File: config.mk
export PLATFORM = sky130hd
export DESIGN_NAME = voice_wave_buffer_sequencer
export DESIGN_NICKNAME = d
export VERILOG_FILES = /design/src/rtl/vwbs_pkg.sv /design/src/rtl/vwbs_ctrl.sv /design/src/rtl/vwbs_datapath.sv /design/src/rtl/voice_wave_buffer_sequencer.sv
export SDC_FILE = /design/constraint.sdc
export NUM_CORES = 1
export LEC_CHECK = 0
export ABC_AREA = 1
export BUFFER_PORTS_ARGS = -buffer_cell sky130_fd_sc_hd__buf_2
export CAP_MARGIN = 30
export CORE_UTILIZATION = 46
export CTS_CLUSTER_SIZE = 20
export DETAILED_ROUTE_END_ITERATION = 8
export GPL_TIMING_DRIVEN = 0
export SYNTH_ARGS = -nofsm -noshare
export SYNTH_HDL_FRONTEND = slang
export SYNTH_SLANG_ARGS = --single-unit
File: constraint.sdc
create_clock -name aclk -period 16.6 [get_ports aclk]
set_input_delay 0.83 -clock aclk [delete_from_list [all_inputs] [get_ports aclk]]
set_output_delay 0.83 -clock aclk [all_outputs]
set_load 0.005 [all_outputs]
File: src/rtl/vwbs_pkg.sv
// vwbs_pkg: shared types, codes and constants for the voice wave buffer sequencer
// no dependencies
package vwbs_pkg;

    localparam int SLOTS_DEF    = 4;
    localparam int CHANNELS_DEF = 6;
    localparam int ADPCM_FRAME_SAMPLES = 14;
    localparam int ADPCM_FRAME_BYTES   = 8;

    localparam logic [1:0] REQ_UPDATE = 2'd0;
    localparam logic [1:0] REQ_WRITE  = 2'd1;
    localparam logic [1:0] REQ_GEN    = 2'd2;
    localparam logic [1:0] REQ_NOP    = 2'd3;

    localparam logic [1:0] PS_STARTED = 2'd0;
    localparam logic [1:0] PS_STOPPED = 2'd1;
    localparam logic [1:0] PS_REQSTOP = 2'd2;
    localparam logic [1:0] PS_PAUSED  = 2'd3;

    localparam logic [1:0] PLAY_START = 2'd0;
    localparam logic [1:0] PLAY_STOP  = 2'd1;
    localparam logic [1:0] PLAY_PAUSE = 2'd2;

    localparam logic [1:0] FMT_PCM16 = 2'd0;
    localparam logic [1:0] FMT_FLOAT = 2'd1;
    localparam logic [1:0] FMT_ADPCM = 2'd2;
    localparam logic [1:0] FMT_OTHER = 2'd3;

    localparam logic [1:0] ST_OK      = 2'd0;
    localparam logic [1:0] ST_INVALID = 2'd1;
    localparam logic [1:0] ST_SKIPPED = 2'd2;

    localparam logic [1:0] CFG_CHANNEL_COUNT = 2'd0;
    localparam logic [1:0] CFG_SAMPLE_FORMAT = 2'd1;
    localparam logic [1:0] CFG_FLUSH_ENABLE  = 2'd2;

    // controller to datapath commands
    typedef struct packed {
        logic load;       // capture input word
        logic do_update;
        logic chk_start;  // compute byte position of start offset
        logic chk_end;    // compute byte position of end offset
        logic do_write;   // commit slot write using check result
        logic do_fresh;   // clear driven channels
        logic flush_step; // retire one pending slot
        logic walk_start; // rewind slot cursor for the slot walk
        logic gen_slot;   // started or request stop handling of one slot
        logic gen_final;  // finalize generate
        logic emit;       // load output register
    } vwbs_cmd_t;

    typedef struct packed {
        logic [1:0] req_type;
        logic       fresh;
        logic       flush_left; // pending flush nonzero
        logic       last_slot;  // slot cursor at last slot
    } vwbs_stat_t;

    // adpcm extra bytes for a remainder 0..13
    function automatic logic [3:0] adpcm_extra(input logic [3:0] r);
        logic [3:0] e;
        begin
            e = (r == 4'd0) ? 4'd0 : 4'((r >> 1) + 4'd1 + {3'd0, r[0]});
            return e;
        end
    endfunction

endpackage

File: src/rtl/vwbs_ctrl.sv
// vwbs_ctrl: sequencing state machine for one request word
// depends on vwbs_pkg
module vwbs_ctrl (
    input  logic                 aclk,
    input  logic                 aresetn,
    input  logic                 s_valid,
    output logic                 s_ready,
    output logic                 m_valid,
    input  logic                 m_ready,
    input  vwbs_pkg::vwbs_stat_t stat,
    output vwbs_pkg::vwbs_cmd_t  cmd
);

    localparam logic [2:0] S_IDLE  = 3'd0;
    localparam logic [2:0] S_DISP  = 3'd1;
    localparam logic [2:0] S_CHK   = 3'd2;
    localparam logic [2:0] S_WRT   = 3'd3;
    localparam logic [2:0] S_FLUSH = 3'd4;
    localparam logic [2:0] S_GSLOT = 3'd5;
    localparam logic [2:0] S_GFIN  = 3'd6;

    logic [2:0] state_reg, state_next;
    logic       mvalid_reg, mvalid_next;

    assign s_ready = (state_reg == S_IDLE) && (!mvalid_reg || m_ready);
    assign m_valid = mvalid_reg;

    always_comb begin
        state_next  = state_reg;
        mvalid_next = mvalid_reg;
        cmd         = '0;
        if (mvalid_reg && m_ready) begin
            mvalid_next = 1'b0;
        end
        unique case (state_reg)
            S_IDLE: begin
                if (s_valid && s_ready) begin
                    cmd.load   = 1'b1;
                    state_next = S_DISP;
                end
            end
            S_DISP: begin
                unique case (stat.req_type)
                    vwbs_pkg::REQ_UPDATE: begin
                        cmd.do_update = 1'b1;
                        cmd.emit      = 1'b1;
                        mvalid_next   = 1'b1;
                        state_next    = S_IDLE;
                    end
                    vwbs_pkg::REQ_WRITE: begin
                        cmd.chk_start = 1'b1;
                        state_next    = S_CHK;
                    end
                    vwbs_pkg::REQ_GEN: begin
                        cmd.do_fresh = stat.fresh;
                        state_next   = S_FLUSH;
                    end
                    default: begin
                        cmd.emit    = 1'b1;
                        mvalid_next = 1'b1;
                        state_next  = S_IDLE;
                    end
                endcase
            end
            S_CHK: begin
                cmd.chk_end = 1'b1;
                state_next  = S_WRT;
            end
            S_WRT: begin
                cmd.do_write = 1'b1;
                cmd.emit     = 1'b1;
                mvalid_next  = 1'b1;
                state_next   = S_IDLE;
            end
            S_FLUSH: begin
                if (stat.flush_left) begin
                    cmd.flush_step = 1'b1;
                end else begin
                    cmd.walk_start = 1'b1;
                    state_next     = S_GSLOT;
                end
            end
            S_GSLOT: begin
                cmd.gen_slot = 1'b1;
                if (stat.last_slot) begin
                    state_next = S_GFIN;
                end
            end
            S_GFIN: begin
                cmd.gen_final = 1'b1;
                cmd.emit      = 1'b1;
                mvalid_next   = 1'b1;
                state_next    = S_IDLE;
            end
            default: begin
                state_next = S_IDLE;
            end
        endcase
    end

    always_ff @(posedge aclk) begin
        if (!aresetn) begin
            state_reg  <= S_IDLE;
            mvalid_reg <= 1'b0;
        end else begin
            state_reg  <= state_next;
            mvalid_reg <= mvalid_next;
        end
    end

endmodule

File: src/rtl/vwbs_datapath.sv
// vwbs_datapath: voice state, slot ring, channel registers and offset check
// depends on vwbs_pkg
module vwbs_datapath #(
    parameter int SLOTS    = vwbs_pkg::SLOTS_DEF,
    parameter int CHANNELS = vwbs_pkg::CHANNELS_DEF
) (
    input  logic                 aclk,
    input  logic                 aresetn,
    input  vwbs_pkg::vwbs_cmd_t  cmd,
    output vwbs_pkg::vwbs_stat_t stat,
    input  logic                 cfg_valid,
    input  logic [1:0]           cfg_index,
    input  logic [2:0]           cfg_data,
    input  logic [1:0]           s_req_type,
    input  logic [1:0]           s_play_request,
    input  logic [7:0]           s_flush_add,
    input  logic [1:0]           s_head_index,
    input  logic                 s_new_voice,
    input  logic [1:0]           s_slot,
    input  logic signed [31:0]   s_first_sample,
    input  logic signed [31:0]   s_last_sample,
    input  logic [31:0]          s_buffer_size,
    input  logic                 s_already_sent,
    output logic [1:0]           m_status,
    output logic                 m_active,
    output logic [1:0]           m_play_state_now,
    output logic [31:0]          m_consumed_count
);

    localparam int SW = (SLOTS > 1) ? $clog2(SLOTS) : 1;

    // ring slot of a 2-bit index, one compare and subtract
    function automatic logic [SW-1:0] slot_mod(input logic [1:0] x);
        return (32'(x) >= SLOTS) ? SW'(32'(x) - SLOTS) : SW'(x);
    endfunction

    logic [2:0] chan_count_reg;
    logic [1:0] fmt_reg;
    logic       flush_en_reg;

    logic [1:0]  req_reg;
    logic [1:0]  play_req_reg;
    logic [7:0]  flush_add_reg;
    logic [1:0]  head_in_reg;
    logic        new_voice_reg;
    logic [1:0]  slot_in_reg;
    logic signed [31:0] start_reg;
    logic signed [31:0] end_reg;
    logic [31:0] size_reg;
    logic        sent_in_reg;

    logic [1:0]  ps_reg;
    logic [1:0]  prior_ps_reg;
    logic [SLOTS-1:0] sent_reg;
    logic [SLOTS-1:0] cvalid_reg [CHANNELS];
    logic [SW-1:0]    cring_reg  [CHANNELS];
    logic [31:0]      ccons_reg  [CHANNELS];
    logic [7:0]  pend_reg;
    logic [SW-1:0] head_reg;
    logic        fresh_reg;
    logic [SW-1:0] cur_reg;   // ring cursor during flush and slot walk
    logic        bad_reg;     // offset check failed
    logic        act_reg;

    logic [1:0]  out_status_reg;
    logic        out_active_reg;
    logic [1:0]  out_ps_reg;
    logic [31:0] out_cons_reg;

    logic [3:0] n_drv;
    logic [CHANNELS-1:0] drv;
    logic [31:0] off_sel;
    logic [34:0] bpos;
    logic [31:0] q14;
    logic [3:0]  r14;
    logic [63:0] qprod;
    logic [SW-1:0] cur_inc;
    logic [8:0]  pend_sum;

    assign n_drv = ({1'b0, chan_count_reg} > 4'(CHANNELS)) ? 4'(CHANNELS)
                                                            : {1'b0, chan_count_reg};
    always_comb begin
        for (int c = 0; c < CHANNELS; c++) begin
            drv[c] = (4'(c) < n_drv);
        end
    end

    assign cur_inc = (32'(cur_reg) == 32'(SLOTS - 1)) ? '0 : SW'(cur_reg + 1'b1);
    assign pend_sum = {1'b0, pend_reg} + {1'b0, flush_add_reg};

    // byte position via reciprocal divide by 14, exact below 2^31
    assign off_sel = cmd.chk_start ? start_reg : end_reg;
    assign qprod = {32'd0, off_sel} * 64'h0000_0000_9249_2493;
    always_comb begin
        logic [31:0] q;
        logic [35:0] rem;
        q   = 32'(qprod >> 35);
        rem = {4'd0, off_sel} - 36'(q) * 36'd14;
        q14 = q;
        r14 = rem[3:0];
    end
    always_comb begin
        unique case (fmt_reg)
            vwbs_pkg::FMT_PCM16: bpos = {2'd0, off_sel, 1'b0};
            vwbs_pkg::FMT_FLOAT: bpos = {1'b0, off_sel, 2'b0};
            vwbs_pkg::FMT_ADPCM: bpos = {q14, 3'd0} + 35'(vwbs_pkg::adpcm_extra(r14));
            default:             bpos = '0;
        endcase
    end

    assign stat.req_type   = req_reg;
    assign stat.fresh      = fresh_reg;
    assign stat.flush_left = (pend_reg != 8'd0);
    assign stat.last_slot  = (32'(cur_reg) == 32'(SLOTS - 1));

    always_ff @(posedge aclk) begin
        if (cfg_valid) begin
            unique case (cfg_index)
                vwbs_pkg::CFG_CHANNEL_COUNT: chan_count_reg <= cfg_data;
                vwbs_pkg::CFG_SAMPLE_FORMAT: fmt_reg <= cfg_data[1:0];
                vwbs_pkg::CFG_FLUSH_ENABLE:  flush_en_reg <= cfg_data[0];
                default: ;
            endcase
        end
        if (cmd.load) begin
            req_reg       <= s_req_type;
            play_req_reg  <= s_play_request;
            flush_add_reg <= s_flush_add;
            head_in_reg   <= s_head_index;
            new_voice_reg <= s_new_voice;
            slot_in_reg   <= s_slot;
            start_reg     <= s_first_sample;
            end_reg       <= s_last_sample;
            size_reg      <= s_buffer_size;
            sent_in_reg   <= s_already_sent;
            bad_reg       <= 1'b0;
            act_reg       <= 1'b0;
        end
        if (cmd.chk_start || cmd.chk_end) begin
            if (off_sel[31] ||
                (fmt_reg != vwbs_pkg::FMT_OTHER && bpos > {3'd0, size_reg})) begin
                bad_reg <= 1'b1;
            end
        end
        if (cmd.do_update) begin
            prior_ps_reg <= ps_reg;
            unique case (play_req_reg)
                vwbs_pkg::PLAY_START: ps_reg <= vwbs_pkg::PS_STARTED;
                vwbs_pkg::PLAY_STOP:  if (ps_reg != vwbs_pkg::PS_STOPPED) ps_reg <= vwbs_pkg::PS_REQSTOP;
                vwbs_pkg::PLAY_PAUSE: ps_reg <= vwbs_pkg::PS_PAUSED;
                default: ;
            endcase
            head_reg <= slot_mod(head_in_reg);
            if (flush_en_reg) begin
                pend_reg <= pend_sum[8] ? 8'hFF : pend_sum[7:0];
            end
            if (new_voice_reg) begin
                sent_reg  <= '1;
                fresh_reg <= 1'b1;
                for (int c = 0; c < CHANNELS; c++) begin
                    if (drv[c]) cvalid_reg[c] <= '0;
                end
            end
        end
        if (cmd.do_write && !sent_in_reg && !bad_reg) begin
            sent_reg[slot_mod(slot_in_reg)] <= 1'b0;
        end
        if (cmd.do_fresh) begin
            fresh_reg <= 1'b0;
            for (int c = 0; c < CHANNELS; c++) begin
                if (drv[c]) begin
                    cvalid_reg[c] <= '0;
                    cring_reg[c]  <= '0;
                    ccons_reg[c]  <= '0;
                end
            end
        end
        if (cmd.load) begin
            cur_reg <= head_reg;
        end
        if (cmd.flush_step) begin
            sent_reg[cur_reg] <= 1'b1;
            for (int c = 0; c < CHANNELS; c++) begin
                if (drv[c]) begin
                    if (cring_reg[c] == cur_reg) begin
                        cring_reg[c] <= cur_inc;
                        ccons_reg[c] <= ccons_reg[c] + 32'd1;
                    end
                    cvalid_reg[c][cur_reg] <= 1'b0;
                end
            end
            pend_reg <= pend_reg - 8'd1;
            cur_reg  <= cur_inc;
        end
        if (cmd.walk_start) begin
            cur_reg <= '0;
        end
        if (cmd.gen_slot) begin
            if (ps_reg == vwbs_pkg::PS_STARTED) begin
                if (!sent_reg[cur_reg]) begin
                    sent_reg[cur_reg] <= 1'b1;
                    for (int c = 0; c < CHANNELS; c++) begin
                        if (drv[c]) cvalid_reg[c][cur_reg] <= 1'b1;
                    end
                end
            end else if (ps_reg == vwbs_pkg::PS_REQSTOP) begin
                sent_reg[cur_reg] <= 1'b1;
                for (int c = 0; c < CHANNELS; c++) begin
                    if (drv[c]) begin
                        if (cvalid_reg[c][cur_reg]) begin
                            cring_reg[c] <= (32'(cring_reg[c]) == 32'(SLOTS - 1)) ? '0
                                            : SW'(cring_reg[c] + 1'b1);
                            ccons_reg[c] <= ccons_reg[c] + 32'd1;
                        end
                        cvalid_reg[c][cur_reg] <= 1'b0;
                    end
                end
            end
            cur_reg <= cur_inc;
        end
        if (cmd.gen_final) begin
            if (ps_reg == vwbs_pkg::PS_STARTED) begin
                act_reg <= (cvalid_reg[0] != '0);
            end else begin
                act_reg <= (prior_ps_reg == vwbs_pkg::PS_STARTED);
                if (ps_reg == vwbs_pkg::PS_REQSTOP) ps_reg <= vwbs_pkg::PS_STOPPED;
            end
        end
        if (!aresetn) begin
            chan_count_reg <= 3'd1;
            fmt_reg        <= vwbs_pkg::FMT_PCM16;
            flush_en_reg   <= 1'b1;
            ps_reg         <= vwbs_pkg::PS_STOPPED;
            prior_ps_reg   <= vwbs_pkg::PS_STOPPED;
            sent_reg       <= '1;
            pend_reg       <= '0;
            head_reg       <= '0;
            fresh_reg      <= 1'b0;
            for (int c = 0; c < CHANNELS; c++) begin
                cvalid_reg[c] <= '0;
                cring_reg[c]  <= '0;
                ccons_reg[c]  <= '0;
            end
        end
    end

    // result word
    always_ff @(posedge aclk) begin
        if (cmd.emit) begin
            if (req_reg == vwbs_pkg::REQ_WRITE) begin
                out_status_reg <= sent_in_reg ? vwbs_pkg::ST_SKIPPED :
                                  (bad_reg ? vwbs_pkg::ST_INVALID : vwbs_pkg::ST_OK);
            end else begin
                out_status_reg <= vwbs_pkg::ST_OK;
            end
        end
    end

    // active, state and count are sampled in the cycle after emit so all updates land
    logic emit_d_reg;
    always_ff @(posedge aclk) begin
        if (!aresetn) begin
            emit_d_reg <= 1'b0;
        end else begin
            emit_d_reg <= cmd.emit;
        end
    end

    always_comb begin
        m_status         = out_status_reg;
        m_active         = out_active_reg;
        m_play_state_now = out_ps_reg;
        m_consumed_count = out_cons_reg;
        if (emit_d_reg) begin
            m_active         = (req_reg == vwbs_pkg::REQ_GEN) ? act_reg : 1'b0;
            m_play_state_now = ps_reg;
            m_consumed_count = fresh_reg ? 32'd0 : ccons_reg[0];
        end
    end

    always_ff @(posedge aclk) begin
        if (emit_d_reg) begin
            out_active_reg <= m_active;
            out_ps_reg     <= m_play_state_now;
            out_cons_reg   <= m_consumed_count;
        end
    end

endmodule

File: src/rtl/voice_wave_buffer_sequencer.sv
// voice_wave_buffer_sequencer: top level, joins controller and datapath
// depends on vwbs_pkg, vwbs_ctrl, vwbs_datapath
//
// channel   direction  handshake           payload
// s_        in         s_valid/s_ready     request word, ten fields
// m_        out        m_valid/m_ready     result word, four fields
// cfg_      in         cfg_valid/cfg_ready cfg_index, cfg_data
//
// update and no-op words end at dispatch; slot writes check start and end offsets
// before the commit; generate clears a fresh voice, then walks flushes and slots
// results sit in an output register; a new word is taken once the result is taken
// synchronous active-low reset restores the voice to stopped with all slots sent
module voice_wave_buffer_sequencer #(
    parameter int SLOTS    = vwbs_pkg::SLOTS_DEF,
    parameter int CHANNELS = vwbs_pkg::CHANNELS_DEF
) (
    input  logic               aclk,
    input  logic               aresetn,
    input  logic               cfg_valid,
    output logic               cfg_ready,
    input  logic [1:0]         cfg_index,
    input  logic [2:0]         cfg_data,
    input  logic               s_valid,
    output logic               s_ready,
    input  logic [1:0]         s_req_type,
    input  logic [1:0]         s_play_request,
    input  logic [7:0]         s_flush_add,
    input  logic [1:0]         s_head_index,
    input  logic               s_new_voice,
    input  logic [1:0]         s_slot,
    input  logic signed [31:0] s_first_sample,
    input  logic signed [31:0] s_last_sample,
    input  logic [31:0]        s_buffer_size,
    input  logic               s_already_sent,
    output logic               m_valid,
    input  logic               m_ready,
    output logic [1:0]         m_status,
    output logic               m_active,
    output logic [1:0]         m_play_state_now,
    output logic [31:0]        m_consumed_count
);

    vwbs_pkg::vwbs_cmd_t  cmd;
    vwbs_pkg::vwbs_stat_t stat;

    assign cfg_ready = 1'b1;

    vwbs_ctrl u_ctrl (
        .aclk    (aclk),
        .aresetn (aresetn),
        .s_valid (s_valid),
        .s_ready (s_ready),
        .m_valid (m_valid),
        .m_ready (m_ready),
        .stat    (stat),
        .cmd     (cmd)
    );

    vwbs_datapath #(
        .SLOTS    (SLOTS),
        .CHANNELS (CHANNELS)
    ) u_dp (
        .aclk             (aclk),
        .aresetn          (aresetn),
        .cmd              (cmd),
        .stat             (stat),
        .cfg_valid        (cfg_valid),
        .cfg_index        (cfg_index),
        .cfg_data         (cfg_data),
        .s_req_type       (s_req_type),
        .s_play_request   (s_play_request),
        .s_flush_add      (s_flush_add),
        .s_head_index     (s_head_index),
        .s_new_voice      (s_new_voice),
        .s_slot           (s_slot),
        .s_first_sample   (s_first_sample),
        .s_last_sample    (s_last_sample),
        .s_buffer_size    (s_buffer_size),
        .s_already_sent   (s_already_sent),
        .m_status         (m_status),
        .m_active         (m_active),
        .m_play_state_now (m_play_state_now),
        .m_consumed_count (m_consumed_count)
    );

endmodule

Word-level counts from Yosys, hierarchy flattened --
Memory sizes are Yosys's and may differ from the RTL's. Cells that the tools add are included.
Storage, ports and cells: register bits 185, bits in latches 0, bits in writable memories 228, ROM bits 0, output and inout port bits 40, memories 3
Memory list:
- u_dp.ccons_reg | depth 6, width 32, rd ports 6, clocked after Yosys merged registers in 0, wr ports 6, RTL line vwbs_datapath.sv:57 | logic [31:0] ccons_reg [CHANNELS];
- u_dp.cvalid_reg | depth 6, width 4, rd ports 6, clocked after Yosys merged registers in 0, wr ports 6, RTL line vwbs_datapath.sv:55 | logic [SLOTS-1:0] cvalid_reg [CHANNELS];
- u_dp.cring_reg | depth 6, width 2, rd ports 6, clocked after Yosys merged registers in 0, wr ports 6, RTL line vwbs_datapath.sv:56 | logic [SW-1:0] cring_reg [CHANNELS];
Cells by class: add/subtract/negate cells 19, multipliers 2, divide/modulo/power cells 0, $lt $le $gt $ge 12, eq/ne operators 33, shifts and indexed selects 0, muxes and demuxes 383, bitwise gates (word level) 144, reduce and logical (&&, ||, !) cells 38
Operators with widths (count):
- $mux 32 | 21
- $mux 1 | 268
- $add 32x1->32 const B | 6
- $or 1x1->1 | 138
- $mux 4 | 33
- $pmux 34 s3 | 1
- $mux 2 | 38
- $mul 32x32->64 const B | 1
- $gt 35x32->1 | 1
- $add 32x4->33 | 1
- $mux 8 | 4
- $mul 29x3->3 const B | 1
- $eq 2x2->1 const B | 12
- $pmux 3 s5 | 1
- $add 2x1->2 const B | 7
- $bmux 1 s2 | 7
- $eq 2x2->1 | 6
- $logic_not 2->1 | 6
- $mux 3 | 4
- $reduce_and 2->1 | 5
- $add 8x8->9 | 1
- $eq 3x3->1 const B | 3
- $eq 2x1->1 const B | 4
- $logic_and 1x1->1 | 8
- 31 further kinds | 54

Logic depth before layout (Yosys ltp) --
depth in word-level cells 17, depth in mapped cells 71

Modules after synthesis --
A second synthesis with hierarchy kept.
Second synthesis, totals: cells, all modules 3188, area, all modules 26663.1 um2
By module, submodules not included:
- vwbs_datapath | instances 1, cells each 3121, area an instance 26241.4 um2, seq. area each 6306.0 um2
- vwbs_ctrl | instances 1, cells each 65, area an instance 410.4 um2, seq. area each 80.1 um2
- voice_wave_buffer_sequencer | instances 1, cells each 2, area an instance 11.3 um2, seq. area each 0.0 um2

Worst setup path before layout --
Ideal clock, no wire load.
path kind register to register, from register u_dp.req_reg[0], to register u_dp.bad_reg, library setup time 112 ps, arrival time 11230 ps, path slack 5258 ps, stages on the path, launching flop included 65, clock period less this slack 11342 ps, cells stage by stage edfxtp_1 > ha_1 > nand4_2 > clkinv_1 > clkbuf_1 > clkbuf_1 > o21ai_0 > inv_1 > ha_1 > inv_1 > fa_1 > fa_1 > inv_1 > fa_1 > fa_1 > fa_1 > inv_1 > fa_1 > [... 29 more ...] > nand2_1 > nand2_1 > nand3_1 > ha_1 > nand2_1 > o21a_1 > o21ai_0 > a221oi_1 > nand2_1 > nand2_1 > nand2_1 > a21oi_1 > o21bai_1 > o21bai_1 > nand2_1 > nand2_1 > nand2_1 > nand2_1
Between the ends: word-level cells in the longest chain between the ends 17
RTL lines:
- start, declared | RTL line vwbs_datapath.sv:41 | logic [1:0] req_reg;
- start signal, assigned | RTL line vwbs_datapath.sv:126 | req_reg <= s_req_type;
- $eq 2x1->1 (*) | RTL line vwbs_ctrl.sv:43 | unique case (stat.req_type)
- $mux 1 (*) | RTL line vwbs_ctrl.sv:43
- $mux 2 (*) | RTL line vwbs_ctrl.sv:35 | unique case (state_reg)
- $mux 32 | RTL line vwbs_datapath.sv:92 | assign off_sel = cmd.chk_start ? start_reg : end_reg;
- $mul 32x32->64 | RTL line vwbs_datapath.sv:93 | assign qprod = {32'd0, off_sel} * 64'h0000_0000_9249_2493;
- $mul 29x3->3 | RTL line vwbs_datapath.sv:98 | rem = {4'd0, off_sel} - 36'(q) * 36'd14;
- $sub 4x4->4 | RTL line vwbs_datapath.sv:98
- $add 3x1->4 | RTL line vwbs_pkg.sv:63 | e = (r == 4'd0) ? 4'd0 : 4'((r >> 1) + 4'd1 + {3'd0, r[0]});
- $add 4x1->4 | RTL line vwbs_pkg.sv:63
- $mux 4 | RTL line vwbs_pkg.sv:63
- $add 32x4->33 | RTL line vwbs_datapath.sv:106 | vwbs_pkg::FMT_ADPCM: bpos = {q14, 3'd0} + 35'(vwbs_pkg::adpcm_extra(r14));
- $pmux 34 s3 | RTL line vwbs_datapath.sv:103 | unique case (fmt_reg)
- $gt 35x32->1 | RTL line vwbs_datapath.sv:141 | (fmt_reg != vwbs_pkg::FMT_OTHER && bpos > {3'd0, size_reg})) begin
- $logic_and 1x1->1 | RTL line vwbs_datapath.sv:141
- $logic_or 1x1->1 | RTL line vwbs_datapath.sv:140 | if (off_sel[31] ||
- $mux 1 | RTL line vwbs_datapath.sv:140
- $mux 1 (*) | RTL line vwbs_datapath.sv:139 | if (cmd.chk_start || cmd.chk_end) begin
- end signal, assigned | RTL line vwbs_datapath.sv:136 | bad_reg <= 1'b0;
- end signal, assigned | RTL line vwbs_datapath.sv:142 | bad_reg <= 1'b1;
- end, declared | RTL line vwbs_datapath.sv:62 | logic bad_reg;
Mark *: on every way between the ends. The rest lies on a longest branch, timed or not. A chain may end at the register's enable or synchronous reset.

Worst setup path in the final report --
Same ends and word-level chain as after synthesis.

==> flow_summary.ini <==
[routing]
wl_per_cell_um = 21.4
drt_iter0_drc = 1765
wl_um = 84900
vias_per_cell = 5.39
ant_nets = 0
drc = 0
vias = 21300
firstDrtPassIters = 5

[global_routing]
grt_use_total_pct = 30.0
grt_pass1_wl_um = 127000
first_global_vias = 21400
antenna_found_initial = 2
gr-total-overflow = 0
grtUsageMet3_pct = 5.03
grt_use_met1_pct = 42.2
top_usage_layer = met2
grt_max_degree = 60
met2_usage_pct = 47.1

[place]
portBuffers = 161
dpl_cell_area_um2 = 27700
gp_congestion = 0.987
dp_slack_ns = 1.86
dp_hpwl_um = 72800

[synthesis]
synth.distinct_cells = 59
synth.cell_area_um2 = 25700
avgSynthCellArea_um2 = 8.60
synth_seq_area_share_pct = 24.8
synth_edf_count = 192
synth_nets = 3715
yosys_register_bits = 223
synth_flop_cell = edfxtp_1
synth-async-reset-ratio_pct = 0
synth_cells = 2993
ys.warnings.count = 0

[sta]
fin_skew_ns = 0.0203
slew_headroom_pct = 31.0
max_freq_ghz = 0.0670
rsz0062_at_grt = no
setup_viol_count_final = 0
finalWorstSetupSlack_ns = 1.68
tns_ns = 0
finalCriticalPeriod_ns = 14.92
period_share_pct = 89.9
drv_slew = 0
finalHoldViolCount = 0
tightest_slew_ns = 1.03

[floorplanning]
fp.dieW_um = 239
rows = 86
floorplan.die_area_um2 = 56900
start_util_pct = 46.6
core-area_um2 = 55200
chipHeight_um = 239
io_pins = 164

[run]
cap_violations = 0

[clock_tree]
cts_root_buf = clkbuf_16
cts_buffers = 24
cts.path.max_buffers = 3
cts_hold_buf = 0
postCtsSetupBuffers = 0
tritoncts = yes
path_clk_slew_ns = 0.06
cts_resized = 0
htreeDepth = 1
clk-insertion-delay-late_ns = 0.54
cts.sink_count = 223

[min_path]
hold_class = in -> reg

[setup_path]
path_common_cell = nand2_1
worst-path-max-fanout = 10
path_delay_family = adder cells
cpPeakStageDelay_ns = 0.82
crit_required_ns = 17.08
crit_type = reg -> reg
end_kind = flop
cp_data_arrival_time_ns = 15.40
worst-path-buf-inv = 13
cp-start-kind = flop
cp_slowest_cell = o21ai_0

[outcome]
outcome = finished, final reports clean

[cells_and_area]
drive_gt1_share_pct = 10.6
area_growth_syn_to_layout_pct = 10.3
fin_area_um2 = 28400
fillers = 5250
final_nets = 3916
-- through the flow --
stage	std cells	util (%)	hold slack, ns
2_1_floorplan	2993	-	0.443
3_3_place_gp	3902	49.8	0.456
3_5_place_dp	3916	50.1	0.473
4_1_cts	3960	51.4	0.440
5_1_grt	3960	51.4	0.430
6_report	3961	51.4	0.458
-- worst reg2reg max path: cells and delay by family (launching register included) --
kind                       cells  cell delay, ns
AOI/OAI and AO/OA              7            2.05
xor gates and xnor gates       5            1.28
adders and majority gates     14            5.75
buffers and inverters         13            2.13
DFF                            1            0.43
and+or+nand+nor               25            3.20
-- synthesized netlist by cell type, drive strengths merged (31+ instances only) --
cell type / instances / area share (%)
xor2: 40 / 1.5
fa: 234 / 18
inv: 650 / 9.5
a21oi: 155 / 3.0
or2: 38 / 0.92
ha: 364 / 18
o21ai: 148 / 2.9
nor2: 235 / 3.9
edfxtp: 192 / 22
nand2: 524 / 8.0
nand3: 97 / 2.1
o22ai: 39 / 0.95
dfxtp: 31 / 2.4
nor3: 38 / 0.82
-- kinds of logic (layout without fill, tap and decap cells) --
group	count (synthesis)	after routing	synth area share, %
AND/OR/NAND/NOR	1004	1004	17.7
flip-flops	223	223	24.8
AO/OA/AOI/OAI	418	418	9.18
XOR/XNOR	67	67	2.47
other	1	2	0.0146
buffers and inverters	682	901	9.96
adder cells (fa/ha/maj)	598	598	35.9
-- metal layers --
metal / routed length (um) / part of all wire [%]
met5: 0 / 0
met4: 2790 / 3.3
met3: 5770 / 6.8
met1: 38300 / 45
met2: 38000 / 45
-- cell usage in the layout (no fill, tap or decap), drive strengths merged, types with 2 or more instances in the layout --
cell	instances
inv	650
nand2	524
ha	364
nor2	235
fa	234
edfxtp	192
buf	177
a21oi	155
o21ai	148
nand3	97
clkbuf	65
xor2	40
o22ai	39
or2	38
nor3	38
dfxtp	31
xnor2	27
nand4	27
nor4	16
o21bai	14
nor3b	14
o221ai	13
o211ai	11
a21o	8
nand3b	8
a211oi	8
clkinv	8
and3	5
a31oi	5
o21a	5
o31ai	4
a221oi	2
-- final timing paths --
kind                             startpoint                        end  slack (ns)  depth (start not counted)
setup / recovery  u_dp.req_reg[0]$_DFFE_PP_       u_dp.bad_reg$_DFF_P_        1.68                         64
hold / removal             s_last_sample[8]  u_dp.end_reg[8]$_DFFE_PP_        0.46                          1
setup reg to reg  u_dp.req_reg[0]$_DFFE_PP_       u_dp.bad_reg$_DFF_P_        1.68                         64
hold reg to reg        u_dp.bad_reg$_DFF_P_       u_dp.bad_reg$_DFF_P_        0.49                          2
-- area by class of cell --
cell class | count | area [um^2] | share of cell area (%)
inverter | 653 | 2450 | 8.64
clock buffer | 38 | 683 | 2.41
buffer | 29 | 114 | 0.401
clock inverter | 6 | 42.5 | 0.150
sequential | 223 | 6390 | 22.5
timing repair buffer | 175 | 953 | 3.36
multi-input combinational | 2088 | 16800 | 59.3
tap | 748 | 936 | 3.30
antenna | 1 | 2.50 | 0.00881
Power is left out: the tool's default activity adds up to more than one toggle a clock period on the data nets, which glitch-free logic cannot reach.
